## config.mk

```make
export PLATFORM = sky130hd
export DESIGN_NAME = seed_record_stream_parser_unit
export DESIGN_NICKNAME = d
export VERILOG_FILES = /design/src/rtl/srsp_pkg.sv /design/src/rtl/srsp_core.sv /design/src/rtl/srsp_out_buf.sv /design/src/rtl/seed_record_stream_parser_unit.sv
export VERILOG_INCLUDE_DIRS = /design/src /design/src/rtl
export SDC_FILE = /design/constraint.sdc
export NUM_CORES = 1
export LEC_CHECK = 0
export BUFFER_PORTS_ARGS = -buffer_cell sky130_fd_sc_hd__buf_2
export CORE_UTILIZATION = 55
export DETAILED_ROUTE_END_ITERATION = 8
export MAX_ROUTING_LAYER = met4
export PLACE_DENSITY = 0.82
export SYNTH_ARGS = -nofsm -noshare
export SYNTH_HDL_FRONTEND = slang
export SYNTH_SLANG_ARGS = --single-unit
```

## constraint.sdc

```tcl
create_clock -name clk -period 7.1 [get_ports clk]
set_input_delay 0.71 -clock clk [delete_from_list [all_inputs] [get_ports clk]]
set_output_delay 0.71 -clock clk [all_outputs]
set_load 0.05 [all_outputs]
```

## src/rtl/seed_record_stream_parser_unit_defines.svh

```systemverilog
// Assertion macros shared by the seed record parser RTL.
// No dependencies; included by the modules that carry checks.
`ifndef SEED_RECORD_STREAM_PARSER_UNIT_DEFINES_SVH
`define SEED_RECORD_STREAM_PARSER_UNIT_DEFINES_SVH

`ifndef NO_ASSERTIONS
// same-cycle implication
`define SRSP_ASSERT_IMPLY(label, clk, rst, ante, cons) \
  label: assert property (@(posedge clk) disable iff (rst) (ante) |-> (cons)) \
    else $error("srsp assertion failed");
// next-cycle implication
`define SRSP_ASSERT_NEXT(label, clk, rst, ante, cons) \
  label: assert property (@(posedge clk) disable iff (rst) (ante) |=> (cons)) \
    else $error("srsp assertion failed");
`else
`define SRSP_ASSERT_IMPLY(label, clk, rst, ante, cons)
`define SRSP_ASSERT_NEXT(label, clk, rst, ante, cons)
`endif

`endif

```

## src/rtl/srsp_pkg.sv

```systemverilog
// Shared types, codes and helper functions for the seed record parser.
// No dependencies.
`timescale 1ns / 1ps
`default_nettype none

package srsp_pkg;

  localparam int unsigned CFG_IDX_W  = 1;
  localparam int unsigned CFG_DATA_W = 32;

  localparam logic [CFG_IDX_W-1:0] REG_MAGIC   = 1'b0;
  localparam logic [CFG_IDX_W-1:0] REG_VERSION = 1'b1;

  // field kinds as reported on the result
  localparam logic [3:0] K_MAGIC     = 4'd0;
  localparam logic [3:0] K_VERSION   = 4'd1;
  localparam logic [3:0] K_CAND      = 4'd2;
  localparam logic [3:0] K_SCHED_CNT = 4'd3;
  localparam logic [3:0] K_MSG_CNT   = 4'd4;
  localparam logic [3:0] K_CALLBACK  = 4'd5;
  localparam logic [3:0] K_THREAD    = 4'd6;
  localparam logic [3:0] K_DELAY     = 4'd7;
  localparam logic [3:0] K_PRE_CNT   = 4'd8;
  localparam logic [3:0] K_ACCESS    = 4'd9;
  localparam logic [3:0] K_YIELD     = 4'd10;
  localparam logic [3:0] K_TOPIC     = 4'd11;
  localparam logic [3:0] K_OFFSET    = 4'd12;
  localparam logic [3:0] K_PAY_LEN   = 4'd13;
  localparam logic [3:0] K_PAYLOAD   = 4'd14;

  // final status codes
  localparam logic [3:0] ST_OK        = 4'd0;
  localparam logic [3:0] ST_SHORT_HDR = 4'd1;
  localparam logic [3:0] ST_BAD_MAGIC = 4'd2;
  localparam logic [3:0] ST_BAD_VER   = 4'd3;
  localparam logic [3:0] ST_ZERO_CAND = 4'd4;
  localparam logic [3:0] ST_SHORT_SCH = 4'd5;
  localparam logic [3:0] ST_SHORT_PRE = 4'd6;
  localparam logic [3:0] ST_SHORT_MSG = 4'd7;
  localparam logic [3:0] ST_TRAILING  = 4'd8;
  localparam logic [3:0] ST_NO_SCHED  = 4'd9;

  typedef enum logic [15:0] {
    PH_MAGIC     = 16'h0001,
    PH_VERSION   = 16'h0002,
    PH_CAND      = 16'h0004,
    PH_SCHED_CNT = 16'h0008,
    PH_MSG_CNT   = 16'h0010,
    PH_CALLBACK  = 16'h0020,
    PH_THREAD    = 16'h0040,
    PH_DELAY     = 16'h0080,
    PH_PRE_CNT   = 16'h0100,
    PH_ACCESS    = 16'h0200,
    PH_YIELD     = 16'h0400,
    PH_TOPIC     = 16'h0800,
    PH_OFFSET    = 16'h1000,
    PH_PAY_LEN   = 16'h2000,
    PH_PAYLOAD   = 16'h4000,
    PH_DONE      = 16'h8000
  } phase_t;

  // one result item
  typedef struct packed {
    logic        field_valid;
    logic [3:0]  field_kind;
    logic [31:0] field_value;
    logic        done_res;
    logic [3:0]  status;
  } res_t;

  function automatic logic [3:0] phase_kind(input phase_t ph);
    logic [3:0] k;
    unique case (ph)
      PH_MAGIC:     k = K_MAGIC;
      PH_VERSION:   k = K_VERSION;
      PH_CAND:      k = K_CAND;
      PH_SCHED_CNT: k = K_SCHED_CNT;
      PH_MSG_CNT:   k = K_MSG_CNT;
      PH_CALLBACK:  k = K_CALLBACK;
      PH_THREAD:    k = K_THREAD;
      PH_DELAY:     k = K_DELAY;
      PH_PRE_CNT:   k = K_PRE_CNT;
      PH_ACCESS:    k = K_ACCESS;
      PH_YIELD:     k = K_YIELD;
      PH_TOPIC:     k = K_TOPIC;
      PH_OFFSET:    k = K_OFFSET;
      PH_PAY_LEN:   k = K_PAY_LEN;
      PH_PAYLOAD:   k = K_PAYLOAD;
      default:      k = K_MAGIC;
    endcase
    return k;
  endfunction

  // byte position of the last byte of a field: field length minus one
  function automatic logic [1:0] field_last_pos(input logic [3:0] k);
    logic [1:0] p;
    unique case (k)
      K_MAGIC, K_CAND, K_DELAY, K_YIELD, K_OFFSET: p = 2'd3;
      K_THREAD, K_PRE_CNT, K_PAYLOAD:              p = 2'd0;
      default:                                     p = 2'd1;
    endcase
    return p;
  endfunction

endpackage

`default_nettype wire

```

## src/rtl/srsp_core.sv

```systemverilog
// Field assembler and record state machine of the seed record parser.
// Uses srsp_pkg and the assertion macros header.
`timescale 1ns / 1ps
`default_nettype none
`include "seed_record_stream_parser_unit_defines.svh"

module srsp_core (
  input  wire                             clk,
  input  wire                             rst,
  input  wire                             cfg_we,
  input  wire [srsp_pkg::CFG_IDX_W-1:0]   cfg_index,
  input  wire [srsp_pkg::CFG_DATA_W-1:0]  cfg_data,
  input  wire                             accept,
  input  wire [7:0]                       data_byte,
  input  wire                             last_byte,
  output logic                            res_push,
  output srsp_pkg::res_t                  res
);
  import srsp_pkg::*;

  logic [31:0] expected_magic;
  logic [15:0] expected_version;

  phase_t      phase, phase_next;
  logic [1:0]  byte_in_field, byte_in_field_next;
  logic [31:0] field_accumulator, field_accumulator_next;
  logic [2:0]  header_fault_flags, header_fault_flags_next;
  logic        schedule_total_zero, schedule_total_zero_next;
  logic [15:0] schedules_left, schedules_left_next;
  logic [15:0] messages_left, messages_left_next;
  logic [7:0]  preemptions_left, preemptions_left_next;
  logic [15:0] payload_left, payload_left_next;
  logic [3:0]  sticky_error, sticky_error_next;

  logic [3:0]  kind;
  logic [31:0] merged;
  logic        fld_done;
  logic        fld_valid;
  logic [3:0]  status_val;

  function automatic phase_t after_message(input logic [15:0] msgs);
    return (msgs != 16'd0) ? PH_TOPIC : PH_DONE;
  endfunction

  function automatic phase_t after_entry(input logic [15:0] scheds, input logic [15:0] msgs);
    return (scheds != 16'd0) ? PH_CALLBACK : after_message(msgs);
  endfunction

  always_ff @(posedge clk) begin
    if (rst) begin
      expected_magic   <= '0;
      expected_version <= '0;
    end else if (cfg_we) begin
      unique case (cfg_index)
        REG_MAGIC:   expected_magic   <= cfg_data;
        REG_VERSION: expected_version <= cfg_data[15:0];
        default:     ;
      endcase
    end
  end

  assign kind     = phase_kind(phase);
  // bytes past the current one are still zero in the accumulator
  assign merged   = field_accumulator | ({24'd0, data_byte} << {byte_in_field, 3'b000});
  assign fld_done = (byte_in_field == field_last_pos(kind));

  always_comb begin
    phase_next               = phase;
    byte_in_field_next       = byte_in_field;
    field_accumulator_next   = field_accumulator;
    header_fault_flags_next  = header_fault_flags;
    schedule_total_zero_next = schedule_total_zero;
    schedules_left_next      = schedules_left;
    messages_left_next       = messages_left;
    preemptions_left_next    = preemptions_left;
    payload_left_next        = payload_left;
    sticky_error_next        = sticky_error;
    fld_valid                = 1'b0;
    status_val               = ST_OK;

    if (sticky_error == ST_OK) begin
      if (phase == PH_DONE) begin
        sticky_error_next = ST_TRAILING;
      end else if (fld_done) begin
        fld_valid              = 1'b1;
        byte_in_field_next     = 2'd0;
        field_accumulator_next = '0;
        unique case (phase)
          PH_MAGIC: begin
            if (merged != expected_magic) header_fault_flags_next[0] = 1'b1;
            phase_next = PH_VERSION;
          end
          PH_VERSION: begin
            if (merged != {16'd0, expected_version}) header_fault_flags_next[1] = 1'b1;
            phase_next = PH_CAND;
          end
          PH_CAND: begin
            if (merged == 32'd0) header_fault_flags_next[2] = 1'b1;
            phase_next = PH_SCHED_CNT;
          end
          PH_SCHED_CNT: begin
            schedules_left_next      = merged[15:0];
            schedule_total_zero_next = (merged[15:0] == 16'd0);
            phase_next               = PH_MSG_CNT;
          end
          PH_MSG_CNT: begin
            messages_left_next = merged[15:0];
            priority if (header_fault_flags[0]) sticky_error_next = ST_BAD_MAGIC;
            else if (header_fault_flags[1])     sticky_error_next = ST_BAD_VER;
            else if (header_fault_flags[2])     sticky_error_next = ST_ZERO_CAND;
            else                                sticky_error_next = ST_OK;
            phase_next = after_entry(schedules_left, merged[15:0]);
          end
          PH_CALLBACK: phase_next = PH_THREAD;
          PH_THREAD:   phase_next = PH_DELAY;
          PH_DELAY:    phase_next = PH_PRE_CNT;
          PH_PRE_CNT: begin
            preemptions_left_next = merged[7:0];
            schedules_left_next   = schedules_left - 16'd1;
            phase_next = (merged[7:0] != 8'd0) ? PH_ACCESS
                       : after_entry(schedules_left - 16'd1, messages_left);
          end
          PH_ACCESS: phase_next = PH_YIELD;
          PH_YIELD: begin
            preemptions_left_next = preemptions_left - 8'd1;
            phase_next = (preemptions_left != 8'd1) ? PH_ACCESS
                       : after_entry(schedules_left, messages_left);
          end
          PH_TOPIC:  phase_next = PH_OFFSET;
          PH_OFFSET: phase_next = PH_PAY_LEN;
          PH_PAY_LEN: begin
            payload_left_next  = merged[15:0];
            messages_left_next = messages_left - 16'd1;
            phase_next = (merged[15:0] != 16'd0) ? PH_PAYLOAD
                       : after_message(messages_left - 16'd1);
          end
          PH_PAYLOAD: begin
            payload_left_next = payload_left - 16'd1;
            phase_next = (payload_left != 16'd1) ? PH_PAYLOAD
                       : after_message(messages_left);
          end
          default: ;
        endcase
      end else begin
        byte_in_field_next     = byte_in_field + 2'd1;
        field_accumulator_next = merged;
      end
    end

    if (last_byte) begin
      // status from the state this byte leaves behind
      priority if (sticky_error_next != ST_OK) status_val = sticky_error_next;
      else if (phase_next == PH_MAGIC || phase_next == PH_VERSION || phase_next == PH_CAND
               || phase_next == PH_SCHED_CNT || phase_next == PH_MSG_CNT)
        status_val = ST_SHORT_HDR;
      else if (phase_next == PH_CALLBACK || phase_next == PH_THREAD
               || phase_next == PH_DELAY || phase_next == PH_PRE_CNT)
        status_val = ST_SHORT_SCH;
      else if (phase_next == PH_ACCESS || phase_next == PH_YIELD)
        status_val = ST_SHORT_PRE;
      else if (phase_next != PH_DONE)
        status_val = ST_SHORT_MSG;
      else if (schedule_total_zero_next)
        status_val = ST_NO_SCHED;
      else
        status_val = ST_OK;

      // restart with the header
      phase_next               = PH_MAGIC;
      byte_in_field_next       = 2'd0;
      field_accumulator_next   = '0;
      header_fault_flags_next  = '0;
      schedule_total_zero_next = 1'b0;
      schedules_left_next      = '0;
      messages_left_next       = '0;
      preemptions_left_next    = '0;
      payload_left_next        = '0;
      sticky_error_next        = ST_OK;
    end
  end

  always_ff @(posedge clk) begin
    if (rst) begin
      phase               <= PH_MAGIC;
      byte_in_field       <= '0;
      field_accumulator   <= '0;
      header_fault_flags  <= '0;
      schedule_total_zero <= 1'b0;
      schedules_left      <= '0;
      messages_left       <= '0;
      preemptions_left    <= '0;
      payload_left        <= '0;
      sticky_error        <= ST_OK;
    end else if (accept) begin
      phase               <= phase_next;
      byte_in_field       <= byte_in_field_next;
      field_accumulator   <= field_accumulator_next;
      header_fault_flags  <= header_fault_flags_next;
      schedule_total_zero <= schedule_total_zero_next;
      schedules_left      <= schedules_left_next;
      messages_left       <= messages_left_next;
      preemptions_left    <= preemptions_left_next;
      payload_left        <= payload_left_next;
      sticky_error        <= sticky_error_next;
    end
  end

  assign res_push        = accept && (fld_valid || last_byte);
  assign res.field_valid = fld_valid;
  assign res.field_kind  = fld_valid ? kind : K_MAGIC;
  assign res.field_value = fld_valid ? merged : 32'd0;
  assign res.done_res    = last_byte;
  assign res.status      = status_val;

  `SRSP_ASSERT_NEXT(a_restart_after_last, clk, rst, accept && last_byte,
    phase == PH_MAGIC && sticky_error == ST_OK && byte_in_field == 2'd0)
  `SRSP_ASSERT_IMPLY(a_swallow_after_error, clk, rst, accept && sticky_error != ST_OK,
    !res.field_valid)
  `SRSP_ASSERT_IMPLY(a_partial_field_clean, clk, rst, byte_in_field != 2'd0,
    sticky_error == ST_OK && phase != PH_DONE)

endmodule

`default_nettype wire

```

## src/rtl/srsp_out_buf.sv

```systemverilog
// Two-entry result buffer (output register plus skid slot) of the parser.
// Uses srsp_pkg and the assertion macros header.
`timescale 1ns / 1ps
`default_nettype none
`include "seed_record_stream_parser_unit_defines.svh"

module srsp_out_buf (
  input  wire             clk,
  input  wire             rst,
  input  wire             push,
  input  srsp_pkg::res_t  push_res,
  output logic            in_ready,
  output logic            out_valid,
  input  wire             out_ready,
  output srsp_pkg::res_t  out_res
);
  import srsp_pkg::*;

  logic main_valid;
  logic skid_valid;
  res_t main_res;
  res_t skid_res;
  logic pop;

  assign pop      = main_valid && out_ready;
  assign in_ready = !skid_valid;

  always_ff @(posedge clk) begin
    if (rst) begin
      main_valid <= 1'b0;
      skid_valid <= 1'b0;
    end else if (pop) begin
      if (push) begin
        main_valid <= 1'b1;
      end else begin
        main_valid <= skid_valid;
        skid_valid <= 1'b0;
      end
    end else if (push) begin
      if (main_valid) skid_valid <= 1'b1;
      else            main_valid <= 1'b1;
    end
  end

  // payload: push only happens while the skid slot is empty
  always_ff @(posedge clk) begin
    if (pop) begin
      main_res <= push ? push_res : skid_res;
    end else if (push) begin
      if (main_valid) skid_res <= push_res;
      else            main_res <= push_res;
    end
  end

  assign out_valid = main_valid;
  assign out_res   = main_res;

  `SRSP_ASSERT_IMPLY(a_skid_behind_main, clk, rst, skid_valid, main_valid)
  `SRSP_ASSERT_IMPLY(a_no_push_when_full, clk, rst, skid_valid, !push)
  `SRSP_ASSERT_NEXT(a_fill_skid, clk, rst, push && main_valid && !out_ready, skid_valid)

endmodule

`default_nettype wire

```

## src/rtl/seed_record_stream_parser_unit.sv

```systemverilog
// Top level of the seed record stream parser.
// Uses srsp_pkg, srsp_core and srsp_out_buf.
//
// channel  | dir | handshake              | payload
// ---------+-----+------------------------+-------------------------------------------
// s_axis   | in  | tvalid/tready          | tdata[7:0] data_byte, tlast last_byte
// m_axis   | out | tvalid/tready          | tdata value/status, tuser valid/kind, tlast
// cfg      | in  | cfg_we (no wait)       | cfg_index register, cfg_data value
//
// One byte is accepted per cycle while s_axis_tready is high; the field state
// machine is combinational and any result is registered in the output buffer.
// A two-entry output buffer keeps input flowing while one result waits;
// s_axis_tready drops only when both entries are full.
// Bytes that finish no field and are not last produce no result item.
// rst is synchronous and active high; config registers reset to zero.
`timescale 1ns / 1ps
`default_nettype none

module seed_record_stream_parser_unit (
  input  wire                             clk,
  input  wire                             rst,
  // configuration writes: index 0 expected magic, index 1 expected version
  input  wire                             cfg_we,
  input  wire [srsp_pkg::CFG_IDX_W-1:0]   cfg_index,
  input  wire [srsp_pkg::CFG_DATA_W-1:0]  cfg_data,
  // record bytes
  input  wire                             s_axis_tvalid,
  output logic                            s_axis_tready,
  input  wire [7:0]                       s_axis_tdata,   // [7:0] data_byte
  input  wire                             s_axis_tlast,   // last_byte
  // result items
  output logic                            m_axis_tvalid,
  input  wire                             m_axis_tready,
  output logic [39:0]                     m_axis_tdata,   // [31:0] field_value,
                                                          // [35:32] status, [39:36] zero
  output logic [4:0]                      m_axis_tuser,   // [0] field_valid,
                                                          // [4:1] field_kind
  output logic                            m_axis_tlast    // done_res
);
  import srsp_pkg::*;

  logic accept;
  logic res_push;
  res_t core_res;
  res_t out_res;

  assign accept = s_axis_tvalid && s_axis_tready;

  srsp_core u_core (
    .clk       (clk),
    .rst       (rst),
    .cfg_we    (cfg_we),
    .cfg_index (cfg_index),
    .cfg_data  (cfg_data),
    .accept    (accept),
    .data_byte (s_axis_tdata),
    .last_byte (s_axis_tlast),
    .res_push  (res_push),
    .res       (core_res)
  );

  srsp_out_buf u_out_buf (
    .clk       (clk),
    .rst       (rst),
    .push      (res_push),
    .push_res  (core_res),
    .in_ready  (s_axis_tready),
    .out_valid (m_axis_tvalid),
    .out_ready (m_axis_tready),
    .out_res   (out_res)
  );

  assign m_axis_tdata = {4'd0, out_res.status, out_res.field_value};
  assign m_axis_tuser = {out_res.field_kind, out_res.field_valid};
  assign m_axis_tlast = out_res.done_res;

endmodule

`default_nettype wire
```

==> flow_summary.yaml, run 1 <==
cts:
  clk_latency_ns: 0.56
  htree_levels: 1
  clock-sinks: 248
  post_cts_resized: 0
  cts.clk_slew.worst_paths_ns: 0.06
  clk_path_buf_depth: 3
  cts_buffers: 27
  cts_tree: "yes"
  post-cts-setup-buffers: 0
  cts-root-buf: "clkbuf_16"
  hold_buffers: 0
grt:
  grt_pass1_wl_um: 65420
  grt_max_degree: 85
  grt_antenna_before_repair: 0
  grt-ovfl-total: 0
  grt_pass1_vias: 11650
  grt_use_total: 0.3493
worst_hold_path:
  worstHoldEndpoint: "u_core.expected_magic[17]$_SDFFE_PP0P_"
  hp-class: "in2reg"
  holdPathStages: 3
  hold_start: "cfg_data[17]"
worst_setup_path:
  cp_slowest_cell: "nor4_4"
  worstPathArrival_ns: 5.05
  startpoint: "u_core.phase[4]$_SDFFE_PP0P_"
  cp_max_fo: 27
  critPathTopFamily: "simple AND/OR/NAND/NOR gates"
  worstReg2RegEnd: "u_out_buf.out_res[22]$_DFFE_PP_"
  cp_cell_sequence: "nor4_4 > nand2_1 > nor3_4 > nor4_1 > a31o_2 > o21a_1 > o21a_2 > nor2_4 > buf_4 > mux2_2"
  cp-start-kind: "flop"
  cp_slowest_stage_delay_ns: 0.80
  worst_r2r_path_depth: 10
  rr_startpoint: "u_core.phase[4]$_SDFFE_PP0P_"
  r2r_slack_ns: 2.35
  critPathRequiredTime_ns: 7.39
  crit_path_end_kind: "flop"
  path_buf_inv: 1
  crit_type: "reg2reg"
routing:
  route.met3.wl_um: 3621
  wl_per_cell_um: 21.43
  remaining_drc_errors: 0
  top_layer: "met4"
  num_vias: 12600
  wirelength_um: 42110
  wl_met1_um: 17890
  vias_per_cell: 6.412
  drt_first_pass_iters: 5
  drtIter0Drc: 1416
  postRouteAntennaNets: 0
  wl_met2_um: 19270
synth:
  synth_edf_count: 84
  async_flop_share: 0
  synth_seq_cells: 248
  yosysTopAreaCellShare: 0.2434
  synth_top_area_cell: "dfxtp_1"
  synth_area_um2: 13490
  synthCells: 1591
  ys_types: 96
  synth_area_per_cell_um2: 8.477
  ys_warn_count: 0
  synth.yosys.seq_area_share: 0.4305
  yosys_most_used_dff: "dfxtp_1"
  yosys-top-cells-area: "dfxtp_1 (24%), edfxtp_1 (19%), a21oi_1 (7.6%), nor2_1 (6.6%), nand2_1 (4.7%)"
sta:
  setup_tns_ns: 0
  fmax_mhz: 210.4
  clock_skew_ns: 0.01948
  rsz0062_at_grt: "no"
  tightest_slew_ns: 1.297
  post-route-min-period_ns: 4.753
  hold_viol: 0
  slew_violations: 0
  finalSetupViolCount: 0
  period_share: 0.6695
  relSlewSlack: 0.1356
floorplanning:
  initial_core_util: 0.5678
  dieHeight_um: 158.6
  die_area_um2: 25150
  rows: 56
  die_w_um: 158.6
  ios: 95
  core-area_um2: 23750
placed_design:
  place_congestion: 0.9585
  portBuffers: 90
  dp_hpwl_um: 29570
cells_and_area:
  final_nets: 1681
  syn_to_final_growth_pct: 10.76
  diodes: 0
  fillers: 1999
  layout_commonest_cell: "nor2_1"
  drive_gt1_frac: 0.1464
  final_cell_mix: "nor2_1 (237), a21oi_1 (205), nand2_1 (168), dfxtp_1 (164), buf_2 (89)"
status:
  outcome: "complete, no violations"
pwr:
  p_per_area_nw_per_um2: 224.9
  power_leakage_nw: 5.181
  totalPowerFinal_mw: 3.360
  irDropWorstVdd_mv: 0.2211
flow_run:
  maxCapViolCount: 0
[state kept, by name (all words and copies together), names as in the netlist]
| name | cells |
|---|---|
| u_core.header_fault_flags | 3 |
| u_out_buf.out_res | 42 |
| u_out_buf.out_valid | 1 |
| u_out_buf.skid_valid | 1 |
| u_core.preemptions_left | 8 |
| u_core.expected_magic | 32 |
| u_core.payload_left | 16 |
| u_core.phase | 16 |
| u_core.expected_version | 16 |
| u_out_buf.skid_res | 42 |
| u_core.schedule_total_zero | 1 |
| u_core.schedules_left | 16 |
| u_core.field_accumulator | 32 |
| u_core.messages_left | 16 |
| u_core.byte_in_field | 2 |
| u_core.sticky_error | 4 |
[area by class of cell]
| type | instances | area, um2 | share of cell area |
|---|---|---|---|
| clock buffer | 41 | 768.2 | 0.05143 |
| clock inverter | 9 | 98.84 | 0.006617 |
| inverter | 24 | 91.34 | 0.006114 |
| multi-input combinational | 1207 | 7119 | 0.4766 |
| sequential | 248 | 5806 | 0.3886 |
| tap | 319 | 399.1 | 0.02672 |
| timing repair buffer | 117 | 655.6 | 0.04389 |
[cells in the mapped netlist (4+ instances only)]
| library cell | n |
|---|---|
| inv_1 | 22 |
| nor4b_1 | 14 |
| a22oi_1 | 13 |
| a21oi_1 | 205 |
| or4_1 | 10 |
| edfxtp_1 | 84 |
| nor4_1 | 28 |
| nor2_1 | 238 |
| nand3b_1 | 4 |
| nand2b_1 | 8 |
| clkbuf_1 | 76 |
| o21ai_1 | 5 |
| xor2_1 | 57 |
| buf_2 | 24 |
| o221ai_1 | 4 |
| ha_1 | 9 |
| a31oi_1 | 6 |
| nand4b_1 | 7 |
| buf_1 | 4 |
| or3_1 | 10 |
| buf_6 | 5 |
| a21o_1 | 4 |
| o31ai_1 | 8 |
| or2_2 | 6 |
| nand2_1 | 168 |
| dfxtp_1 | 164 |
| nand4_1 | 27 |
| or4_4 | 4 |
| o21ai_0 | 73 |
| nor3_1 | 71 |
| buf_4 | 6 |
| nand3_1 | 29 |
| and2_1 | 5 |
| a2111oi_0 | 24 |
| and4_1 | 4 |
| nor3b_1 | 8 |
| and3_1 | 4 |
| o2111ai_1 | 5 |
| mux2_2 | 37 |
| xnor2_1 | 18 |
| nor2b_1 | 7 |
| o211ai_1 | 9 |
[routing by layer]
layer,vias to the layer above,track usage
li1,5824,-
met1,6021,0.4716
met2,653,0.5476
met3,102,0.04001
met4,0,0.1131
met5,-,-
[per-stage QoR]
step | instance area [um2] | cells | setup slack [ns] | util | hold slack (ns)
after detailed placement | 14070 | 1915 | 2.428 | 0.5924 | 0.4584
after global routing | 14940 | 1965 | 2.156 | 0.6289 | 0.4013
after CTS | 14940 | 1965 | 2.407 | 0.6289 | 0.3716
after global placement | 14070 | 1915 | 2.483 | 0.5924 | 0.4497
after floorplan | 13500 | 1594 | 1.380 | - | 0.4375
final | 14940 | 1965 | 2.347 | 0.6289 | 0.3847
[power by group]
part / leakage [nW] / internal [mW] / switching (mW)
clock network: 0.410 / 0.788 / 0.604
logic: 2.69 / 0.128 / 0.300
registers: 2.08 / 1.51 / 0.0319
total: 5.18 / 2.42 / 0.935
[worst max-delay path by stage]
stage,endpoint,slack [ns],cells past startpoint
2_1_floorplan,u_out_buf.out_res[0]$_DFFE_PP_,1.38,9
3_3_place_gp,u_out_buf.out_res[27]$_DFFE_PP_,2.48,10
3_5_place_dp,u_out_buf.out_res[22]$_DFFE_PP_,2.43,10
4_1_cts,u_out_buf.out_res[29]$_DFFE_PP_,2.41,10
5_1_grt,u_out_buf.out_res[22]$_DFFE_PP_,2.16,10
6_report,u_out_buf.out_res[22]$_DFFE_PP_,2.35,10
[cells by family after synthesis]
family	count (synthesis)	share of synthesized area
simple gates	668	0.2413
compound gates	411	0.1923
flops	248	0.4305
buf+inv	139	0.04546
xor+xnor	75	0.04871
mux	40	0.03312
fa+ha+maj	9	0.008350
other cells	1	0.0002781
[worst reg2reg max path, delay by kind of cell (launching register included)]
family,cells,cell delay [ns]
AND/OR/NAND/NOR,5,2.35
AO/OA/AOI/OAI,3,0.84
buffers and inverters,1,0.46
multiplexers,1,0.41
flip-flops,1,0.45
No activity file was read; power rests on OpenSTA's default activity.
==> run 2, diff against run 1 <==
- PLACE_DENSITY: 0.82 -> 0.85
- clock period: 7.1 -> 3.8 ns (I/O delays scaled with it)
==> flow_summary.yaml, run 2 (same netlist as run 1, synthesis figures left out) <==
routing:
  wirelength_um: 42930
  remaining_drc_errors: 0
  drtIter0Drc: 1643
  wl_per_cell_um: 20.61
  vias_per_cell: 6.390
  num_vias: 13310
  drt_first_pass_iters: 6
  postRouteAntennaNets: 0
worst_setup_path:
  r2r_slack_ns: 0.13
  startpoint: "u_core.phase[5]$_SDFFE_PP0P_"
  worstPathArrival_ns: 3.96
  cp-start-kind: "flop"
  crit_path_end_kind: "flop"
  critPathRequiredTime_ns: 4.09
  worst_r2r_path_depth: 15
  worstReg2RegEnd: "u_out_buf.skid_res[0]$_DFFE_PP_"
  cp_max_fo: 8
  endpoint: "u_out_buf.skid_res[0]$_DFFE_PP_"
  crit_type: "reg2reg"
  rr_startpoint: "u_core.phase[5]$_SDFFE_PP0P_"
cells_and_area:
  fillers: 1852
  syn_to_final_growth_pct: 18.50
  diodes: 0
  drive_gt1_frac: 0.2171
  layout_commonest_cell: "nor2_1"
  final_cells: 2083
  final_cell_mix: "nor2_1 (236), a21oi_1 (204), nand2_1 (168), dfxtp_1 (155), buf_4 (140)"
  final_nets: 1799
placed_design:
  portBuffers: 90
  dp_hpwl_um: 30340
  place_congestion: 0.9989
  dpl.cell_count: 2027
sta:
  finalSetupViolCount: 0
  post-route-min-period_ns: 3.670
  fmax_mhz: 272.5
  hold_viol: 0
  period_share: 0.9658
  setup_tns_ns: 0
  slew_violations: 0
  tightest_slew_ns: 1.242
  relSlewSlack: 0.1682
  clock_skew_ns: 0.02895
pwr:
  power_leakage_nw: 5.796
  irDropWorstVdd_mv: 0.3813
  p_per_area_nw_per_um2: 391.9
  totalPowerFinal_mw: 6.264
worst_hold_path:
  hold_start: "cfg_data[17]"
  hp-class: "in2reg"
floorplanning:
  die_area_um2: 25150
  ios: 95
  initial_core_util: 0.5678
  dieHeight_um: 158.6
  core-area_um2: 23750
  rows: 56
  die_w_um: 158.6
cts:
  cts_buffers: 27
  clk_path_buf_depth: 3
  htree_levels: 1
  cts_tree: "yes"
  hold_buffers: 0
  cts.clk_slew.worst_paths_ns: 0.06
  clk_latency_ns: 0.56
  cts-root-buf: "clkbuf_16"
  clock-sinks: 248
grt:
  grt_antenna_before_repair: 0
  grt-ovfl-total: 0
  grt_use_total: 0.3521
  grt_max_degree: 50
  grt_pass1_wl_um: 66520
  grt_pass1_vias: 12370
status:
  outcome: "complete, no violations"
flow_run:
  maxCapViolCount: 0
-- run 2: cell types whose count changed in the layout (fill, tap and decap cells not counted), sizes merged --
cell / previous run / this run
buf: 117 / 235
inv: 24 / 25
clkinv: 4 / 9
clkbuf: 41 / 34
clkinvlp: 4 / 5
-- run 2: worst min-delay path by stage --
stage	cells past startpoint	slack, ns	endpoint
floorplan	2	0.44	u_core.field_accumulator[11]$_SDFFE_PP0P_
global placement	2	0.45	u_core.field_accumulator[7]$_SDFFE_PP0P_
detailed placement	2	0.46	u_core.expected_magic[5]$_SDFFE_PP0P_
CTS	3	0.04	u_core.expected_magic[29]$_SDFFE_PP0P_
global route	3	0.05	u_core.expected_magic[30]$_SDFFE_PP0P_
finish	3	0.05	u_core.expected_magic[17]$_SDFFE_PP0P_
-- run 2: what timing repair did --
item                                    in CTS  in global routing
endpoints found under the setup margin       0                 70
gates resized for setup                      0                 32
buffers inserted                             0                  6
-- run 2: per-layer routing --
metal | share of wire | track usage
met1 | 0.41 | 0.4508
met2 | 0.45 | 0.5558
met3 | 0.099 | 0.05634
met4 | 0.042 | 0.1433
met5 | 0 | -
-- run 2: report_power, final --
part / internal (mW) / leakage [nW] / switching [mW]
combinational: 0.281 / 3.31 / 0.583
sequential: 2.81 / 2.08 / 0.0546
clock: 1.41 / 0.403 / 1.12
-- run 2: area by class of cell --
cell class / count / area [um2] / share of cell area
Clock inverter: 16 / 133.9 / 0.008377
Inverter: 24 / 91.34 / 0.005715
Tap cell: 319 / 399.1 / 0.02497
Sequential cell: 248 / 5827 / 0.3646
Multi-Input combinational cell: 1207 / 7211 / 0.4512
Timing Repair Buffer: 235 / 1608 / 0.1006
Clock buffer: 34 / 711.9 / 0.04455
-- run 2: worst max-delay path, cell delays in order, from the launching register on --
cell and delay (ns):
dfxtp_4 0.40, nor4_4 0.06, buf_4 0.16, buf_4 0.14, a22oi_2 0.22, o22ai_2 0.14, buf_4 0.15, or4_1 0.55
or2_2 0.34, buf_4 0.16, o211a_1 0.16, mux2i_2 0.19, nand2b_1 0.17, o211a_1 0.25, nor4b_2 0.25, nor2_1 0.07
-- run 2: per-stage QoR --
stage                       util  hold slack (ns)  setup slack (ns)  cell area [um2]
after global placement    0.6300           0.4502            0.1200            14960
after CTS                 0.6656          0.04001           0.02884            15810
after detailed placement  0.6300           0.4588           0.06082            14960
after floorplan                -           0.4375         0.0001061            13510
after global routing      0.6728          0.05270          -0.01250            15980
final                     0.6728          0.05464            0.1300            15980
